File: src/hdl/qvr_lane.sv
`default_nettype none

// One output component: four signed products, added or subtracted,
// then rounded to nearest at FRAC fraction bits. Sums wrap at SW bits.
module qvr_lane #(
  parameter int       AW   = 16,
  parameter int       BW   = 16,
  parameter int       SW   = 34,
  parameter int       FRAC = 14,
  parameter bit [3:0] NEG  = 4'b0000
) (
  input  wire logic                   clk,
  input  wire logic signed [AW-1:0]   in_a [4],
  input  wire logic signed [BW-1:0]   in_b [4],
  output logic        [SW-FRAC-1:0]   rnd_r
);

  localparam int PW = AW + BW;
  localparam logic [SW-1:0] HALF = SW'(1) << (FRAC - 1);

  logic signed [PW-1:0] prod_full [4];
  logic        [SW-1:0] prod_nxt  [4];
  logic        [SW-1:0] prod_r    [4];
  logic        [SW-1:0] sum;
  logic        [SW-1:0] sum_rnd;
  logic   [SW-FRAC-1:0] rnd_nxt;

  // Multipliers, fitted to the accumulator width (sign extend or wrap)
  for (genvar i = 0; i < 4; i++) begin : g_mul
    assign prod_full[i] = in_a[i] * in_b[i];
    if (SW >= PW) begin : g_ext
      assign prod_nxt[i] = SW'(prod_full[i]);
    end else begin : g_wrap
      assign prod_nxt[i] = prod_full[i][SW-1:0];
    end
  end

  always_ff @(posedge clk) begin
    prod_r <= prod_nxt;
  end

  // Signed sum and round half up
  always_comb begin
    sum = '0;
    for (int i = 0; i < 4; i++) begin
      if (NEG[i]) begin
        sum = sum - prod_r[i];
      end else begin
        sum = sum + prod_r[i];
      end
    end
    sum_rnd = sum + HALF;
    rnd_nxt = sum_rnd[SW-1:FRAC];
  end

  always_ff @(posedge clk) begin
    rnd_r <= rnd_nxt;
  end

endmodule

`default_nettype wire

File: config.mk
export PLATFORM = sky130hd
export DESIGN_NAME = qvr_lane
export DESIGN_NICKNAME = d
export VERILOG_FILES = /design/src/hdl/qvr_lane.sv
export SDC_FILE = /design/constraint.sdc
export NUM_CORES = 2
export LEC_CHECK = 0
export ABC_AREA = 0
export BUFFER_PORTS_ARGS = -buffer_cell sky130_fd_sc_hd__buf_2
export CORE_UTILIZATION = 45
export DETAILED_ROUTE_END_ITERATION = 8
export RECOVER_POWER = 25
export SKIP_LAST_GASP = 1
export SLEW_MARGIN = 20
export SYNTH_ARGS = -nofsm -noshare
export SYNTH_HDL_FRONTEND = slang
export SYNTH_SLANG_ARGS = --single-unit
File: constraint.sdc
create_clock -name clk -period 16.09 [get_ports clk]
set_clock_uncertainty 0.2 [all_clocks]
set_input_delay 0.8045 -clock clk [delete_from_list [all_inputs] [get_ports clk]]
set_output_delay 0.8045 -clock clk [all_outputs]
set_load 0.1 [all_outputs]
==> results.sh <==
export IMPL_drt_iter0_markers=1418
export IMPL_yosys_warnings=0
export IMPL_wl_um=103000
export IMPL_synth_commonest_cells="inv_1 (1,161), fa_1 (1,112), nand2_1 (503)"
export IMPL_die_h_um=317
export IMPL_dieArea_um2=101000
export IMPL_dpl_cell_count=5985
export IMPL_cts_resized=0
export IMPL_report_final_slew_viol_count=0
export IMPL_worstReg2RegEnd="rnd_r[18]"
export IMPL_synth_cells=4682
export IMPL_cpMostUsedCell="fa_1"
export IMPL_die_x_um=317
export IMPL_gp_congestion=0.872
export IMPL_wl_met2_um=51200
export IMPL_max_slew_margin=0.199
export IMPL_finalHoldViolations=0
export IMPL_postCtsSetupRepairBufs=0
export IMPL_max_cap_violations=0
export IMPL_pre_cts_slack_ps=8890
export IMPL_cp_max_fo=16
export IMPL_grt_usage=0.219
export IMPL_grt_max_degree=17
export IMPL_rows=115
export IMPL_r2r_start="prod_r[12]"
export IMPL_synthTopCellsByArea="fa_1 (50%), ha_1 (11%), inv_1 (9.7%)"
export IMPL_cp_slowest_cell="clkbuf_1"
export IMPL_holdPathEnd="prod_r[34]"
export IMPL_firstDrtPassIters=8
export IMPL_clk_pin_slew_ps=70
export IMPL_cts_root_buf="clkbuf_16"
export IMPL_min_path_type="input pin to flop"
export IMPL_crit_required_ps=16240
export IMPL_n_fill_cell=9389
export IMPL_area_growth_pct=5.38
export IMPL_yosysUniqueCellTypes=72
export IMPL_period_share=0.428
export IMPL_r2r_cells=12
export IMPL_drive_above_1_share=0.0359
export IMPL_syn_area_um2=44800
export IMPL_holdBufCountCts=0
export IMPL_viasPerCell=5.01
export IMPL_ios=149
export IMPL_start_util=0.455
export IMPL_yosysSeqAreaShare=0.0662
export IMPL_layout_cells_non_filler=6018
export IMPL_crit_type="input pin to flop"
export IMPL_synth_top_area_cell="fa_1"
export IMPL_crit_arrival_ps=7030
export IMPL_status="completed"
export IMPL_postRouteAntennaNets=0
export IMPL_crit_chain="clkbuf_1, nand2b_1, fa_1, fa_1, inv_1, fa_1, fa_1, fa_1, inv_1, fa_1, inv_1, ha_1, a21o_1, a21oi_1, o221ai_1, a31oi_1, nand2b_1, a31oi_1, a41o_1, o41ai_2, xnor2_1"
export IMPL_cts_buffers=17
export IMPL_worst_pin_slew_ps=1210
export IMPL_max_freq_mhz=145
export IMPL_critPathBufInv=4
export IMPL_min_delay_start="in_b[16]"
export IMPL_drcViolationCount=0
export IMPL_core_um2=98400
export IMPL_wl_met1_um=46100
export IMPL_wl_per_cell_um=17.1
export IMPL_vias=30164
export IMPL_rrSetupSlack_ps=11520
export IMPL_hold_depth=2
export IMPL_hpwlAfterDp_um=87000
export IMPL_grt_pass1_wl_um=173000
export IMPL_finalSetupViolCount=0
export IMPL_grt_pass1_vias=33037
export IMPL_synth_edf_count=0
export IMPL_grt_setup_unrepaired="false"
export IMPL_grt_overflow=0
export IMPL_syn_nets=6312
export IMPL_crit_family="adder cells"
export IMPL_cts_sinks=148
export IMPL_io_buffers=148
export IMPL_ys_flop_type="dfxtp_1"
export IMPL_yosysMostFrequentCell="inv_1"
export IMPL_synth_seq_cells=148
export IMPL_clockBufferDepth=2
export IMPL_highest_layer="met4"
export IMPL_grt_antenna_before_repair=1
export IMPL_cts_tree="built"
export IMPL_setup_ws_ps=9210
export IMPL_h_tree_depth=4
export IMPL_start_kind="input pin"
export IMPL_cpPeakStageDelay_ps=650
export IMPL_worst_setup_path_end_kind="flop"
export IMPL_nNetsFinal=6347
export IMPL_syn_mean_instance_area_um2=9.56
export IMPL_clock_latency_ps=440
export IMPL_synth_top_cell_area_share=0.497
export IMPL_async_flop_share=0
export IMPL_wl_met3_um=3800
export IMPL_tns_ps=0
export IMPL_fin_crit_ps=6880
## final cells by class
type	instances	area, um^2	share of cell area
clock inverters	12	123	0.00260
inverters	1161	4360	0.0924
diodes	2	5.00	0.000106
repair buffers	148	711	0.0151
well taps	1287	1610	0.0341
clock buffers	19	453	0.00960
multi-input cells	3241	36900	0.783
flip-flops and latches	148	2960	0.0628
## worst reg2reg max path, delay by kind of cell (launching register included)
kind / cells / cell delay (ps)
flip-flops: 1 / 320
AND/OR/NAND/NOR: 2 / 560
adder cells (fa/ha/maj): 4 / 1710
AO/OA/AOI/OAI: 6 / 1640
## how the worst max path moves through the flow
stage / startpoint / endpoint / slack (ps) / cells after the start
after floorplan: in_a[47] / prod_r[98] / 9320 / 20
after global placement: in_b[1] / prod_r[28] / 8890 / 21
after detailed placement: in_b[33] / prod_r[98] / 8890 / 20
after CTS: in_b[33] / prod_r[98] / 9340 / 20
after global routing: in_a[32] / prod_r[99] / 8940 / 21
final: in_a[32] / prod_r[99] / 9210 / 21
## per-stage QoR
| stage | cell area [um^2] | hold slack, ps | utilization |
|---|---|---|---|
| floorplan | 44800 | 563 | - |
| global placement | 46600 | 648 | 0.474 |
| detailed placement | 46600 | 631 | 0.474 |
| CTS | 47200 | 579 | 0.479 |
| global route | 47200 | 610 | 0.479 |
| finish | 47200 | 607 | 0.479 |
## layer usage
layer / vias to the layer above / global-route usage
met5: - / 0
met1: 15636 / 0.305
li1: 13834 / -
met3: 108 / 0.0171
met2: 586 / 0.375
met4: 0 / 0.0412
## layout by cell type, fill, tap and decap left out, types with 6 or more instances in the layout
cell type,n
o31ai_1,6
clkbuf_1,24
nand2_1,503
xor2_1,27
nand2b_1,34
a21oi_1,110
buf_2,124
fa_1,1112
inv_1,1161
and2_0,12
a21o_1,41
a31oi_1,8
or3_1,7
nor2b_1,16
a211o_1,6
a211oi_1,6
and3_1,9
o21a_1,21
o21bai_1,18
nand3_1,24
nor2_1,111
dfxtp_1,148
nor3_1,19
nand4_1,9
ha_1,389
clkbuf_16,17
o21ai_0,50
xnor2_1,127
and2_1,490
o211ai_1,7
## kinds of logic (layout without fill, tap and decap cells)
logic type | after synthesis | after routing | share of synthesized area
adder cells (fa/ha/maj) | 1501 | 1501 | 0.606
buffers and inverters | 1293 | 1340 | 0.108
AND/OR/NAND/NOR | 1259 | 1259 | 0.141
AO/OA/AOI/OAI | 326 | 326 | 0.0477
XOR/XNOR | 154 | 154 | 0.0301
flip-flops | 148 | 148 | 0.0662
multiplexers | 1 | 1 | 0.000224
other | 0 | 2 | 0
## flip-flops by register name, summed over array words and instances, names as in the netlist
register and cells:
prod_r 128, rnd_r 20
Power is not shown: default switching activity piles up to over one toggle a cycle in this logic, so the estimate is an artifact.
